### src/rtl/core/vadp_pkg.sv
package vadp_pkg;

    localparam int VALUE_W     = 31;
    localparam int STATUS_W    = 2;
    localparam int QUEUE_DEPTH = 4;

    localparam logic [STATUS_W-1:0] ST_OK        = 2'd0;
    localparam logic [STATUS_W-1:0] ST_NO_AD     = 2'd1;
    localparam logic [STATUS_W-1:0] ST_NO_SAMPLE = 2'd2;
    localparam logic [STATUS_W-1:0] ST_BAD_VALUE = 2'd3;

    localparam logic [7:0] CHAR_NL    = 8'h0A;
    localparam logic [7:0] CHAR_TAB   = 8'h09;
    localparam logic [7:0] CHAR_COLON = 8'h3A;
    localparam logic [7:0] CHAR_COMMA = 8'h2C;
    localparam logic [7:0] CHAR_HASH  = 8'h23;
    localparam logic [7:0] CHAR_A     = 8'h41;
    localparam logic [7:0] CHAR_D     = 8'h44;
    localparam logic [7:0] CHAR_ZERO  = 8'h30;
    localparam logic [7:0] CHAR_NINE  = 8'h39;

    typedef enum logic [3:0] {
        CLS_OTHER,
        CLS_NEWLINE,
        CLS_TAB,
        CLS_COLON,
        CLS_COMMA,
        CLS_DIGIT,
        CLS_HASH,
        CLS_LETTER_A,
        CLS_LETTER_D
    } byte_class_t;

    typedef struct packed {
        byte_class_t cls;
        logic [3:0]  digit;
    } byte_item_t;

endpackage

### src/rtl/core/vadp_front.sv
module vadp_front (
    input  logic                 clk,
    input  logic                 rst_n,
    input  logic                 text_valid,
    output logic                 text_stall,
    input  logic [7:0]           text_byte,
    output logic                 push,
    output vadp_pkg::byte_item_t push_item,
    input  logic                 push_ready
);

    logic                 valid_reg;
    logic                 valid_next;
    vadp_pkg::byte_item_t item_reg;
    vadp_pkg::byte_item_t item_next;
    vadp_pkg::byte_item_t classified;
    logic                 accept;

    always_comb
    begin
        classified.digit = text_byte[3:0];  // low nibble of '0'..'9' is the digit
        if (text_byte == vadp_pkg::CHAR_NL)
            classified.cls = vadp_pkg::CLS_NEWLINE;
        else if (text_byte == vadp_pkg::CHAR_TAB)
            classified.cls = vadp_pkg::CLS_TAB;
        else if (text_byte == vadp_pkg::CHAR_COLON)
            classified.cls = vadp_pkg::CLS_COLON;
        else if (text_byte == vadp_pkg::CHAR_COMMA)
            classified.cls = vadp_pkg::CLS_COMMA;
        else if (text_byte >= vadp_pkg::CHAR_ZERO && text_byte <= vadp_pkg::CHAR_NINE)
            classified.cls = vadp_pkg::CLS_DIGIT;
        else if (text_byte == vadp_pkg::CHAR_HASH)
            classified.cls = vadp_pkg::CLS_HASH;
        else if (text_byte == vadp_pkg::CHAR_A)
            classified.cls = vadp_pkg::CLS_LETTER_A;
        else if (text_byte == vadp_pkg::CHAR_D)
            classified.cls = vadp_pkg::CLS_LETTER_D;
        else
            classified.cls = vadp_pkg::CLS_OTHER;
    end

    assign text_stall = valid_reg && !push_ready;
    assign accept     = text_valid && !text_stall;
    assign push       = valid_reg && push_ready;
    assign push_item  = item_reg;

    always_comb
    begin
        valid_next = valid_reg;
        item_next  = item_reg;
        if (accept)
        begin
            valid_next = 1'b1;
            item_next  = classified;
        end
        else if (push)
        begin
            valid_next = 1'b0;
        end
    end

    always_ff @(posedge clk or negedge rst_n)
    begin
        if (!rst_n)
        begin
            valid_reg <= 1'b0;
            item_reg  <= '0;
        end
        else
        begin
            valid_reg <= valid_next;
            item_reg  <= item_next;
        end
    end

endmodule

### src/rtl/core/vadp_fifo.sv
module vadp_fifo (
    input  logic                 clk,
    input  logic                 rst_n,
    input  logic                 push,
    input  vadp_pkg::byte_item_t push_item,
    output logic                 push_ready,
    output logic                 head_valid,
    output vadp_pkg::byte_item_t head_item,
    input  logic                 pop
);

    localparam int DEPTH = vadp_pkg::QUEUE_DEPTH;
    localparam int PTR_W = $clog2(DEPTH);
    localparam int CNT_W = $clog2(DEPTH + 1);

    vadp_pkg::byte_item_t slots_reg [DEPTH];
    logic [PTR_W-1:0]     wr_ptr_reg;
    logic [PTR_W-1:0]     wr_ptr_next;
    logic [PTR_W-1:0]     rd_ptr_reg;
    logic [PTR_W-1:0]     rd_ptr_next;
    logic [CNT_W-1:0]     count_reg;
    logic [CNT_W-1:0]     count_next;

    assign push_ready = count_reg != CNT_W'(DEPTH);
    assign head_valid = count_reg != '0;
    assign head_item  = slots_reg[rd_ptr_reg];

    always_comb
    begin
        wr_ptr_next = wr_ptr_reg;
        rd_ptr_next = rd_ptr_reg;
        count_next  = count_reg;
        if (push)
            wr_ptr_next = (wr_ptr_reg == PTR_W'(DEPTH - 1)) ? '0 : wr_ptr_reg + 1'b1;
        if (pop)
            rd_ptr_next = (rd_ptr_reg == PTR_W'(DEPTH - 1)) ? '0 : rd_ptr_reg + 1'b1;
        if (push && !pop)
            count_next = count_reg + 1'b1;
        else if (pop && !push)
            count_next = count_reg - 1'b1;
    end

    always_ff @(posedge clk or negedge rst_n)
    begin
        if (!rst_n)
        begin
            wr_ptr_reg <= '0;
            rd_ptr_reg <= '0;
            count_reg  <= '0;
        end
        else
        begin
            wr_ptr_reg <= wr_ptr_next;
            rd_ptr_reg <= rd_ptr_next;
            count_reg  <= count_next;
        end
    end

    always_ff @(posedge clk)
    begin
        if (push)
            slots_reg[wr_ptr_reg] <= push_item;
    end

    a_count_bound: assert property (@(posedge clk) disable iff (!rst_n)
        count_reg <= CNT_W'(DEPTH))
        else $error("queue count beyond depth");

    a_no_overflow: assert property (@(posedge clk) disable iff (!rst_n)
        push |-> (push_ready || pop))
        else $error("push into full queue");

    a_no_underflow: assert property (@(posedge clk) disable iff (!rst_n)
        pop |-> head_valid)
        else $error("pop from empty queue");

endmodule

### src/rtl/core/vadp_back.sv
module vadp_back #(
    parameter int MAX_SUBFIELDS = 16
) (
    input  logic                          clk,
    input  logic                          rst_n,
    input  logic                          head_valid,
    input  vadp_pkg::byte_item_t          head_item,
    output logic                          pop,
    output logic                          result_valid,
    input  logic                          result_stall,
    output logic [vadp_pkg::VALUE_W-1:0]  position,
    output logic [vadp_pkg::VALUE_W-1:0]  ref_depth,
    output logic [vadp_pkg::VALUE_W-1:0]  alt_depth,
    output logic [vadp_pkg::STATUS_W-1:0] status
);

    localparam int VW    = vadp_pkg::VALUE_W;
    localparam int SUB_W = $clog2(MAX_SUBFIELDS + 1);

    localparam logic [3:0] COL_POS    = 4'd1;
    localparam logic [3:0] COL_FORMAT = 4'd8;
    localparam logic [3:0] COL_SAMPLE = 4'd9;
    localparam logic [3:0] COL_LAST   = 4'd10;

    localparam logic [VW-1:0] SAT_MAX = {VW{1'b1}};

    typedef enum logic [1:0] {LM_START, LM_DATA, LM_COMMENT} line_mode_t;
    typedef enum logic [1:0] {TOK_START, TOK_A, TOK_AD, TOK_NONE} token_t;
    typedef enum logic [1:0] {PH_PRE_REF, PH_REF, PH_COMMA, PH_ALT} phase_t;

    function automatic logic [VW-1:0] add_digit(input logic [VW-1:0] acc,
                                                input logic [3:0] d);
        logic [VW+3:0] v;
        v = {1'b0, acc, 3'b000} + {3'b000, acc, 1'b0} + {{VW{1'b0}}, d};
        return (v > {4'b0000, SAT_MAX}) ? SAT_MAX : v[VW-1:0];
    endfunction

    line_mode_t        mode_reg,   mode_next, mode_eff;
    logic [3:0]        col_reg,    col_next;
    logic [SUB_W-1:0]  sub_reg,    sub_next;
    token_t            tok_reg,    tok_next;
    logic [SUB_W-1:0]  slot_reg,   slot_next;
    logic              found_reg,  found_next;
    logic [VW-1:0]     pos_reg,    pos_next;
    logic [VW-1:0]     ref_reg,    ref_next;
    logic [VW-1:0]     alt_reg,    alt_next;
    phase_t            phase_reg,  phase_next;
    logic              bad_reg,    bad_next;
    logic              closed_reg, closed_next;

    logic                          out_valid_reg, out_valid_next;
    logic [VW-1:0]                 out_pos_reg,   out_pos_next;
    logic [VW-1:0]                 out_ref_reg,   out_ref_next;
    logic [VW-1:0]                 out_alt_reg,   out_alt_next;
    logic [vadp_pkg::STATUS_W-1:0] out_st_reg,    out_st_next;

    vadp_pkg::byte_class_t cls;
    logic                  is_nl;
    logic                  emit;
    logic                  format_hit;
    logic                  found_eff;
    logic                  in_slot;
    logic                  ref_side;
    logic [VW-1:0]         acc_sel;
    logic [VW-1:0]         acc_sum;
    logic [SUB_W-1:0]      sub_inc;
    logic [vadp_pkg::STATUS_W-1:0] line_status;

    assign cls   = head_item.cls;
    assign is_nl = cls == vadp_pkg::CLS_NEWLINE;
    assign emit  = head_valid && is_nl && mode_reg == LM_DATA;
    // only a line end that produces a beat waits on the output register
    assign pop   = head_valid && (!emit || !out_valid_reg || !result_stall);

    assign format_hit = tok_reg == TOK_AD && !found_reg && sub_reg < SUB_W'(MAX_SUBFIELDS);
    assign found_eff  = found_reg || (col_reg == COL_FORMAT && format_hit);
    assign sub_inc    = (sub_reg < SUB_W'(MAX_SUBFIELDS)) ? sub_reg + 1'b1 : sub_reg;
    assign in_slot    = found_reg && sub_reg == slot_reg && !closed_reg && !bad_reg;
    assign ref_side   = phase_reg == PH_PRE_REF || phase_reg == PH_REF;

    // one shared multiply-by-ten unit; only one number grows per byte
    assign acc_sel = (col_reg == COL_POS) ? pos_reg : (ref_side ? ref_reg : alt_reg);
    assign acc_sum = add_digit(acc_sel, head_item.digit);

    always_comb
    begin
        if (!found_eff)
            line_status = vadp_pkg::ST_NO_AD;
        else if (col_reg < COL_SAMPLE)
            line_status = vadp_pkg::ST_NO_SAMPLE;
        else if (bad_reg || phase_reg != PH_ALT)
            line_status = vadp_pkg::ST_BAD_VALUE;
        else
            line_status = vadp_pkg::ST_OK;
    end

    always_comb
    begin
        mode_eff = mode_reg;
        if (mode_reg == LM_START)
            mode_eff = (cls == vadp_pkg::CLS_HASH) ? LM_COMMENT : LM_DATA;
    end

    always_comb
    begin
        mode_next   = mode_reg;
        col_next    = col_reg;
        sub_next    = sub_reg;
        tok_next    = tok_reg;
        slot_next   = slot_reg;
        found_next  = found_reg;
        pos_next    = pos_reg;
        ref_next    = ref_reg;
        alt_next    = alt_reg;
        phase_next  = phase_reg;
        bad_next    = bad_reg;
        closed_next = closed_reg;

        out_valid_next = out_valid_reg && result_stall;
        out_pos_next   = out_pos_reg;
        out_ref_next   = out_ref_reg;
        out_alt_next   = out_alt_reg;
        out_st_next    = out_st_reg;

        if (pop)
        begin
            if (is_nl)
            begin
                if (emit)
                begin
                    out_valid_next = 1'b1;
                    out_pos_next   = pos_reg;
                    out_st_next    = line_status;
                    out_ref_next   = (line_status == vadp_pkg::ST_OK) ? ref_reg : '0;
                    out_alt_next   = (line_status == vadp_pkg::ST_OK) ? alt_reg : '0;
                end
                mode_next   = LM_START;
                col_next    = '0;
                sub_next    = '0;
                tok_next    = TOK_START;
                slot_next   = '0;
                found_next  = 1'b0;
                pos_next    = '0;
                ref_next    = '0;
                alt_next    = '0;
                phase_next  = PH_PRE_REF;
                bad_next    = 1'b0;
                closed_next = 1'b0;
            end
            else
            begin
                mode_next = mode_eff;
                if (mode_eff == LM_DATA)
                begin
                    if (cls == vadp_pkg::CLS_TAB)
                    begin
                        if (col_reg == COL_FORMAT && format_hit)
                        begin
                            found_next = 1'b1;
                            slot_next  = sub_reg;
                        end
                        if (col_reg < COL_LAST)
                            col_next = col_reg + 1'b1;
                        sub_next = '0;
                        tok_next = TOK_START;
                    end
                    else if (col_reg == COL_POS)
                    begin
                        if (cls == vadp_pkg::CLS_DIGIT)
                            pos_next = acc_sum;
                    end
                    else if (col_reg == COL_FORMAT)
                    begin
                        case (cls)
                            vadp_pkg::CLS_COLON:
                            begin
                                if (format_hit)
                                begin
                                    found_next = 1'b1;
                                    slot_next  = sub_reg;
                                end
                                sub_next = sub_inc;
                                tok_next = TOK_START;
                            end
                            vadp_pkg::CLS_LETTER_A:
                                tok_next = (tok_reg == TOK_START) ? TOK_A : TOK_NONE;
                            vadp_pkg::CLS_LETTER_D:
                                tok_next = (tok_reg == TOK_A) ? TOK_AD : TOK_NONE;
                            default:
                                tok_next = TOK_NONE;
                        endcase
                    end
                    else if (col_reg == COL_SAMPLE)
                    begin
                        if (cls == vadp_pkg::CLS_COLON)
                            sub_next = sub_inc;
                        else if (in_slot)
                        begin
                            case (cls)
                                vadp_pkg::CLS_DIGIT:
                                begin
                                    if (ref_side)
                                    begin
                                        ref_next   = acc_sum;
                                        phase_next = PH_REF;
                                    end
                                    else
                                    begin
                                        alt_next   = acc_sum;
                                        phase_next = PH_ALT;
                                    end
                                end
                                vadp_pkg::CLS_COMMA:
                                begin
                                    if (phase_reg == PH_REF)
                                        phase_next = PH_COMMA;
                                    else if (phase_reg == PH_ALT)
                                        closed_next = 1'b1;  // extra alleles follow
                                    else
                                        bad_next = 1'b1;
                                end
                                default:
                                    bad_next = 1'b1;
                            endcase
                        end
                    end
                end
            end
        end
    end

    always_ff @(posedge clk or negedge rst_n)
    begin
        if (!rst_n)
        begin
            mode_reg      <= LM_START;
            col_reg       <= '0;
            sub_reg       <= '0;
            tok_reg       <= TOK_START;
            slot_reg      <= '0;
            found_reg     <= 1'b0;
            pos_reg       <= '0;
            ref_reg       <= '0;
            alt_reg       <= '0;
            phase_reg     <= PH_PRE_REF;
            bad_reg       <= 1'b0;
            closed_reg    <= 1'b0;
            out_valid_reg <= 1'b0;
            out_pos_reg   <= '0;
            out_ref_reg   <= '0;
            out_alt_reg   <= '0;
            out_st_reg    <= vadp_pkg::ST_OK;
        end
        else
        begin
            mode_reg      <= mode_next;
            col_reg       <= col_next;
            sub_reg       <= sub_next;
            tok_reg       <= tok_next;
            slot_reg      <= slot_next;
            found_reg     <= found_next;
            pos_reg       <= pos_next;
            ref_reg       <= ref_next;
            alt_reg       <= alt_next;
            phase_reg     <= phase_next;
            bad_reg       <= bad_next;
            closed_reg    <= closed_next;
            out_valid_reg <= out_valid_next;
            out_pos_reg   <= out_pos_next;
            out_ref_reg   <= out_ref_next;
            out_alt_reg   <= out_alt_next;
            out_st_reg    <= out_st_next;
        end
    end

    assign result_valid = out_valid_reg;
    assign position     = out_pos_reg;
    assign ref_depth    = out_ref_reg;
    assign alt_depth    = out_alt_reg;
    assign status       = out_st_reg;

    a_depths_only_ok: assert property (@(posedge clk) disable iff (!rst_n)
        (out_valid_reg && out_st_reg != vadp_pkg::ST_OK)
            |-> (out_ref_reg == '0 && out_alt_reg == '0))
        else $error("depths reported on a failed line");

    a_slot_in_range: assert property (@(posedge clk) disable iff (!rst_n)
        found_reg |-> slot_reg < SUB_W'(MAX_SUBFIELDS))
        else $error("AD slot beyond subfield limit");

    a_counters_bound: assert property (@(posedge clk) disable iff (!rst_n)
        col_reg <= COL_LAST && sub_reg <= SUB_W'(MAX_SUBFIELDS))
        else $error("column or subfield count past saturation");

    a_emit_loads_beat: assert property (@(posedge clk) disable iff (!rst_n)
        (pop && emit) |=> out_valid_reg)
        else $error("data line end gave no beat");

    a_values_only_in_data: assert property (@(posedge clk) disable iff (!rst_n)
        (mode_reg != LM_DATA) |-> (pos_reg == '0 && !found_reg && col_reg == '0))
        else $error("line state changed outside a data line");

endmodule

### src/rtl/core/vcf_allele_depth_parser.sv
// Path: a newline beat passes through the front register and the queue, and the state update
// then loads its result into the output register.
// Throughput: one text byte per cycle unless text_stall is high; a line end waits only while
// the output register is full and stalled, and the four-entry queue absorbs that.
// Reset: rst_n clears all line state, the queue and the output register at once.
module vcf_allele_depth_parser #(
    parameter int MAX_SUBFIELDS = 16
) (
    input  logic                          clk,
    input  logic                          rst_n,
    input  logic                          text_valid,
    output logic                          text_stall,
    input  logic [7:0]                    text_byte,
    output logic                          result_valid,
    input  logic                          result_stall,
    output logic [vadp_pkg::VALUE_W-1:0]  position,
    output logic [vadp_pkg::VALUE_W-1:0]  ref_depth,
    output logic [vadp_pkg::VALUE_W-1:0]  alt_depth,
    output logic [vadp_pkg::STATUS_W-1:0] status
);

    logic                 push;
    logic                 push_ready;
    vadp_pkg::byte_item_t push_item;
    logic                 head_valid;
    vadp_pkg::byte_item_t head_item;
    logic                 pop;

    vadp_front u_front (
        .clk        (clk),
        .rst_n      (rst_n),
        .text_valid (text_valid),
        .text_stall (text_stall),
        .text_byte  (text_byte),
        .push       (push),
        .push_item  (push_item),
        .push_ready (push_ready)
    );

    vadp_fifo u_fifo (
        .clk        (clk),
        .rst_n      (rst_n),
        .push       (push),
        .push_item  (push_item),
        .push_ready (push_ready),
        .head_valid (head_valid),
        .head_item  (head_item),
        .pop        (pop)
    );

    vadp_back #(
        .MAX_SUBFIELDS (MAX_SUBFIELDS)
    ) u_back (
        .clk          (clk),
        .rst_n        (rst_n),
        .head_valid   (head_valid),
        .head_item    (head_item),
        .pop          (pop),
        .result_valid (result_valid),
        .result_stall (result_stall),
        .position     (position),
        .ref_depth    (ref_depth),
        .alt_depth    (alt_depth),
        .status       (status)
    );

endmodule
### config.mk
export PLATFORM = sky130hd
export DESIGN_NAME = vcf_allele_depth_parser
export DESIGN_NICKNAME = d
export VERILOG_FILES = /design/src/rtl/core/vadp_pkg.sv /design/src/rtl/core/vadp_front.sv /design/src/rtl/core/vadp_fifo.sv /design/src/rtl/core/vadp_back.sv /design/src/rtl/core/vcf_allele_depth_parser.sv
export SDC_FILE = /design/constraint.sdc
export NUM_CORES = 1
export LEC_CHECK = 0
export ABC_AREA = 1
export BUFFER_PORTS_ARGS = -buffer_cell sky130_fd_sc_hd__buf_2
export CAP_MARGIN = 20
export CORE_MARGIN = 5
export CORE_UTILIZATION = 50
export DETAILED_ROUTE_END_ITERATION = 12
export PLACE_DENSITY = 0.74
export SLEW_MARGIN = 30
export SYNTH_ARGS = -nofsm -noshare
export SYNTH_HDL_FRONTEND = slang
export SYNTH_SLANG_ARGS = --single-unit
export TNS_END_PERCENT = 20
### constraint.sdc
create_clock -name clk -period 7.8 [get_ports clk]
set_input_delay 1.17 -clock clk [delete_from_list [all_inputs] [get_ports clk]]
set_output_delay 1.17 -clock clk [all_outputs]
set_load 0.02 [all_outputs]
==> impl_results.md, run 1 <==
* Outcome: finished, final reports clean
* Top cell by count, worst path: nand2_1
* Slew at the pin closest to its max-slew limit at 0.957 ns
* Critical path buffers and inverters at 2
* Worst hold path type: flip-flop to flip-flop
* FILL cells at about 2600
* DP HPWL at 25700 um
* Initial core utilization at 0.506
* Clock tree buffer depth at 3
* Hold buffers post-CTS at 0
* Post-synthesis sequential element count at 260
* Synth Instances at ~1900
* Die Footprint at around 33000 sq um
* Post-route insts no fill at 2375
* Final setup viols at 0
* Main synth FF type: dfrtp_1
* Initial antenna violation count at 0
* # Max-Cap Violations at 0
* # placed instances at 2325
* First-pass GRT wire length at between 60000 and 70000 um
* R2R Setup Slk at 2.54 ns
* CP Max Fanout at 33
* Post-layout minimum cycle time at roughly 5.3 ns
* Die Height at 180 um
* Worst rel slew slack at 0.361
* Mapped Nets at 1989
* Crit path max-delay cell type: nor2_4
* Post-synthesis area per instance at 7.63 sq um
* Worst path cell trace: inv_1 -> ha_1 -> nand3_2 -> buf_4 -> a31oi_1 -> fa_1 -> ha_1 -> nand2_1 -> nand2_1 -> nand3_1 -> nand2_1 -> nand2_1 -> nand2_1 -> nand2_1 -> nand2_1 -> nand2_1 -> nand2_1 -> nor2_4 -> nand3_1 -> nand3_1 -> nand2_1
* Diode count at 0
* Crit. path cell count at 21
* Synth top area share at 0.393
* TritonRoute pass-1 iters at 6
* Vias at roughly 13000
* Worst-path clk slew at 0.06 ns
* Critical path startpoint: u_back.col_reg[1]$_DFFE_PN0P_
* Seq/Total Area, Yosys at 0.459
* CTS tree: done
* Area leader, netlist: dfrtp_1
* Cells on worst reg2reg path at 21
* Number of CTS-inserted buffers at 28
* CP Capture Type: flip-flop
* WL met3 at 2860 um
* Initial DRC count at 1150
* Max FFs per register at 32
* Grt ovf at 0
* EDFF count, synth at 32
* Fin crit share at 0.675
* Die X at 180 um
* Detail Route Antenna Nets at 0
* Worst-Skew Late Latency at 0.56 ns
* Io pins at 109
* Crit-path max cell delay at 0.66 ns
* Post-Syn Area at ~15000 sq um
* Metal2 WL at 17600 um
* Worst vdd ir at around 0.00022 V
* Post-CTS Setup Inserts at 0
* Avg WL per Cell at 15.9 um
* Max frequency at about 190 MHz
* Async set-reset flop share out of synthesis at 0.877
* Vias in the first global route at 12500
* Worst setup endpoint: u_back.pos_reg[28]$_DFFE_PN0P_
* CTS sink cnt at 260
* Nets at 2058
* Total Wirelength at approximately 38000 um
* Largest net degree at the start of global routing at 111
* Share of post-route cells with drive strength above 1 at 0.0989
* WP data required at 8.23 ns
* Top-count cell post-synth: nand2_1
* Reg-to-reg critical path startpoint: u_back.col_reg[1]$_DFFE_PN0P_
* Clk_skew at between 0.015 and 0.02 ns
* Clock Root Buffer: clkbuf_16
* GPL Wtd Cong at between 0.9 and 1
* Yosys warns at 0
* Leak Pwr at 8.51 nW
* Slew Viols, Final at 0
* Final core occ at 0.565
* Power per cell area at 459 nW/um^2
* DR DRC count at 0
* Setup TNS at 0 ns
* Row cnt at 62
* GRT Total Usage at 0.227
* Routed met1 length at 16700 um
* Core area at 28700 sq um
* H-tree Lvls at 1
* Cell variety after synth at between 40 and 50
* Port bufs at about 110
* Class of the most critical setup path: flip-flop to flip-flop
* # resized after CTS at 0
* DR vias/cell at between 5 and 6
* RSZ-0062 raised after global routing: no
* Top cells by instance count after synthesis: nand2_1 (776), dfrtp_1 (228), nand3_1 (169), inv_1 (138), nor2_1 (122)
* Critical R2R Capture: u_back.pos_reg[28]$_DFFE_PN0P_
* Hold Fails Final Rpt at 0
* Critical Path Start Type: flip-flop
* Layout area overhead at 11.8%
* Max Used Layer: met4
* WP data arrival at 5.70 ns
* Crit-path leading delay family: simple AND/OR/NAND/NOR gates
* Synth area leaders: dfrtp_1 (39%), nand2_1 (20%), edfxtp_1 (6.6%)
-- through the flow --
step	hold WS (ns)	cell area [sq um]	setup slack (ns)	power [mW]
5_1_grt	0.505	16200	2.15	8.07
4_1_cts	0.477	16200	2.61	7.43
3_5_place_dp	0.460	15200	2.62	6.01
2_1_floorplan	0.449	14500	4.08	4.97
6_report	0.476	16200	2.54	7.45
3_3_place_gp	0.456	15200	2.81	5.91
-- power by group --
group | internal, mW | leakage (nW) | switching (mW)
Combinational | 1.26 | 4.67 | 2.78
Clock | 0.844 | 0.485 | 0.552
Sequential | 1.73 | 3.36 | 0.281
-- worst reg2reg max path, stage by stage, from the launching register on --
cell and delay (ns):
dfrtp_1 0.42, inv_1 0.11, ha_1 0.19, nand3_2 0.56
buf_4 0.50, a31oi_1 0.36, fa_1 0.51, ha_1 0.32
nand2_1 0.07, nand2_1 0.09, nand3_1 0.11, nand2_1 0.12
nand2_1 0.09, nand2_1 0.15, nand2_1 0.13, nand2_1 0.05
nand2_1 0.05, nand2_1 0.11, nor2_4 0.66, nand3_1 0.32
nand3_1 0.16, nand2_1 0.07
-- metal layers --
metal / up-vias / track usage
met3: 47 / 0.0335
met2: 521 / 0.377
met5: - / 0
li1: 6252 / -
met4: 0 / 0.0569
met1: 6090 / 0.316
-- final cells by class --
type | instances | area, sq um | area share
clock buffer | 43 | 880 | 0.0542
clock inverter | 7 | 116 | 0.00717
inverter | 149 | 564 | 0.0348
multi-input combinational | 1413 | 6870 | 0.424
sequential | 260 | 6670 | 0.411
tap | 384 | 480 | 0.0296
timing repair buffer | 119 | 641 | 0.0395
-- worst min path at each step --
stage,from,to,slack [ns],depth (start not counted)
2_1_floorplan,u_back.pos_reg[30]$_DFFE_PN0P_,u_back.pos_reg[30]$_DFFE_PN0P_,0.45,2
3_3_place_gp,u_back.position[4]$_DFFE_PN0P_,u_back.position[4]$_DFFE_PN0P_,0.46,2
3_5_place_dp,u_back.position[3]$_DFFE_PN0P_,u_back.position[3]$_DFFE_PN0P_,0.46,2
4_1_cts,u_back.position[23]$_DFFE_PN0P_,u_back.position[23]$_DFFE_PN0P_,0.48,2
5_1_grt,u_back.position[13]$_DFFE_PN0P_,u_back.position[13]$_DFFE_PN0P_,0.50,2
6_report,u_back.status[0]$_DFFE_PN0P_,u_back.status[0]$_DFFE_PN0P_,0.48,2
-- cells in the final DEF (no fill, tap or decap), drive strengths merged, types with 2 or more instances in the layout --
cell,netlist,final
o22ai,4,4
nor2,128,128
buf,66,119
edfxtp,32,32
xnor2,17,17
ha,72,72
o21ai,116,116
nor3,11,11
inv,149,150
o21bai,6,6
nand3b,9,9
a21oi,31,31
a21o,3,3
dfrtp,228,228
nand3,171,171
clkbuf,14,43
a31oi,33,33
bufinv,0,2
nand4,8,8
fa,3,3
clkinv,0,3
nand2,783,783
xor2,9,9
-- cell families after synthesis --
| group | Yosys count | synth area share |
|---|---|---|
| AND/OR/NAND/NOR | 1113 | 0.314 |
| flip-flops | 260 | 0.459 |
| adder cells (fa/ha/maj) | 75 | 0.0662 |
| XOR/XNOR | 26 | 0.0157 |
| buffers and inverters | 229 | 0.0693 |
| AO/OA/AOI/OAI | 199 | 0.0750 |
Power figures use the tool's default switching activity.
==> run 2, diff against run 1 <==
==> constraint.sdc (replaced) <==
create_clock -name clk -period 5.35 [get_ports clk]
set_input_delay 0.8025 -clock clk [delete_from_list [all_inputs] [get_ports clk]]
set_output_delay 0.8025 -clock clk [all_outputs]
set_load 0.02 [all_outputs]
==> run 2 against run 1 <==
Global-route usage grew 0.43 points. Highest routed layer unchanged. Sequential cell count unchanged. Routed wire length is 0.96% higher.
==> impl_results.md, run 2 (synthesized netlist as in run 1, its figures left out) <==
* Worst rel slew slack at 0.443 (+0.0817)
* CP Capture Type: flip-flop
* Row cnt at 62 (unchanged)
* GPL Wtd Cong at 0.936 (-6.1%)
* Post-route cell area at 16200 sq um (-0.25%)
* Max frequency at 230 MHz (+21%)
* Crit-path max cell delay at 0.41 ns (-0.25 ns)
* Crit path max-delay cell type: dfrtp_1
* Port bufs at 108 (unchanged)
* Hold Fails Final Rpt at 0 (unchanged)
* Share of post-route cells with drive strength above 1 at 0.102 (+0.00316)
* Grt ovf at 0 (unchanged)
* First-pass GRT wire length at 63700 um (+1.4%)
* Setup TNS at 0 ns (unchanged)
* TritonRoute pass-1 iters at 7 (+1)
* Post-CTS Setup Inserts at 0 (unchanged)
* Most common cell after layout, fill and taps aside: nand2_1
* Placed cell area at 15300 sq um (+0.24%)
* Largest net degree at the start of global routing at 119 (+7.2%)
* Fin crit share at 0.812 (+0.137)
* Critical Path Start Type: flip-flop
* WP data required at 5.78 ns (-2.45 ns)
* Initial antenna violation count at 0 (unchanged)
* Die Footprint at 32500 sq um (unchanged)
* Worst path cell trace: inv_1 -> ha_1 -> nand3_2 -> buf_4 -> nor2_1 -> a31oi_1 -> ha_1 -> ha_1 -> a21oi_1 -> o21ai_0 -> a21boi_0 -> nor2_1 -> nor2_1 -> nand2_1 -> nor2_2 -> buf_4 -> nand3_1 -> nand3_1 -> nand2_1
* # resized after CTS at 0 (unchanged)
* Class of the most critical setup path: flip-flop to flip-flop
* Total Power at 10.8 mW (+45%)
* Nets at 2063 (+0.24%)
* Post-route insts no fill at 2382 (+0.29%)
* # Max-Cap Violations at 0 (unchanged)
* Die Height at 180 um (unchanged)
* Slew Viols, Final at 0 (unchanged)
* Core area at 28700 sq um (unchanged)
* Hold buffers post-CTS at 0 (unchanged)
* Leak Pwr at 8.50 nW (-0.14%)
* DR DRC count at 0 (unchanged)
* Total Wirelength at 38100 um (+0.96%)
* R2R Setup Slk at 1.01 ns (-1.53 ns)
* Vias in the first global route at 12600 (+1.1%)
* Initial DRC count at 1263 (+9.8%)
* # placed instances at 2330 (+0.22%)
* CP Max Fanout at 30 (-9.1%)
* Post-layout minimum cycle time at 4.34 ns (-0.920 ns)
* Commonest cells after routing, fill and taps aside: nand2_1 (775), dfrtp_1 (228), nand3_1 (168), inv_1 (137), nor2_1 (120)
* Crit-path leading delay family: simple AND/OR/NAND/NOR gates
* Clk_skew at 0.0387 ns (+0.0232 ns)
* Hold WS at 0.250 ns (-0.226 ns)
* Clock tree buffer depth at 3 (unchanged)
* Cells on worst reg2reg path at 19 (-9.5%)
* Number of CTS-inserted buffers at 28 (unchanged)
* Critical R2R Capture: u_back.alt_reg[19]$_DFFE_PN0P_
* Power per cell area at 668 nW/um^2 (+46%)
* Worst vdd ir at 0.000363 V (+68%)
* CTS tree: done
* Reg-to-reg critical path startpoint: u_back.col_reg[1]$_DFFE_PN0P_
* Vias at 12900 (+0.054%)
* Layout area overhead at 11.5%
* Avg WL per Cell at 16.0 um (+0.66%)
* DP HPWL at 26000 um (+1.1%)
* Worst-path clk slew at 0.06 ns (about the same)
* Diode count at 0 (unchanged)
* Clock Root Buffer: clkbuf_16
* RSZ-0062 raised after global routing: no
* Worst hold path type: primary input to async pin
* H-tree Lvls at 1 (unchanged)
* Worst-Skew Late Latency at 0.57 ns (about the same)
* Critical path buffers and inverters at 3 (+1)
* Slew at the pin closest to its max-slew limit at 0.836 ns (-0.121 ns)
* Initial core utilization at 0.506 (unchanged)
* Detail Route Antenna Nets at 0 (unchanged)
* Die X at 180 um (unchanged)
* Max FFs per register at 32 (unchanged)
* WP data arrival at 4.78 ns (-0.92 ns)
* Final setup viols at 0 (unchanged)
* GRT Total Usage at 0.231 (+0.00427)
* DR vias/cell at 5.42 (-0.24%)
* Outcome: finished, final reports clean
* CTS sink cnt at 260 (unchanged)
* Io pins at 109 (unchanged)
run 2: worst max path at each step:
| stage | startpoint | to | slack [ns] | cells past startpoint |
|---|---|---|---|---|
| final | u_back.col_reg[1]$_DFFE_PN0P_ | u_back.alt_reg[19]$_DFFE_PN0P_ | 1.01 | 19 |
| after global routing | u_back.col_reg[1]$_DFFE_PN0P_ | u_back.ref_reg[19]$_DFFE_PN0P_ | 0.67 | 20 |
| after detailed placement | u_back.col_reg[1]$_DFFE_PN0P_ | u_back.alt_reg[19]$_DFFE_PN0P_ | 1.06 | 19 |
| after floorplan | u_back.col_reg[1]$_DFFE_PN0P_ | u_back.ref_reg[18]$_DFFE_PN0P_ | 1.63 | 22 |
| after CTS | u_back.col_reg[1]$_DFFE_PN0P_ | u_back.alt_reg[19]$_DFFE_PN0P_ | 1.01 | 19 |
| after global placement | u_back.col_reg[1]$_DFFE_PN0P_ | u_back.ref_reg[19]$_DFFE_PN0P_ | 1.15 | 19 |
run 2: layer usage:
layer,global-route usage,vias up,share of wire
met4,0.0838,0,0.026
met1,0.319,6065,0.43
met5,0,-,0
met2,0.370,521,0.46
li1,-,6261,-
met3,0.0412,70,0.080
run 2: layout make-up:
type	instances	area [sq um]
repair buffers	124	683
well taps	384	480
fillers	2680	12500
multi-input cells	1413	6860
clock buffers	39	813
clock inverters	13	110
flip-flops and latches	260	6670
inverters	149	564
run 2: report_power, final:
part           switching, mW  internal [mW]
clock                  0.822           1.08
combinational           4.11           1.88
sequential             0.409           2.52
total                   5.34           5.47
run 2: per-stage QoR:
| stage | worst slack (ns) | utilization |
|---|---|---|
| 2_1_floorplan | 1.63 | - |
| 3_3_place_gp | 1.15 | 0.532 |
| 3_5_place_dp | 1.06 | 0.532 |
| 4_1_cts | 1.01 | 0.564 |
| 5_1_grt | 0.667 | 0.564 |
| 6_report | 1.01 | 0.564 |
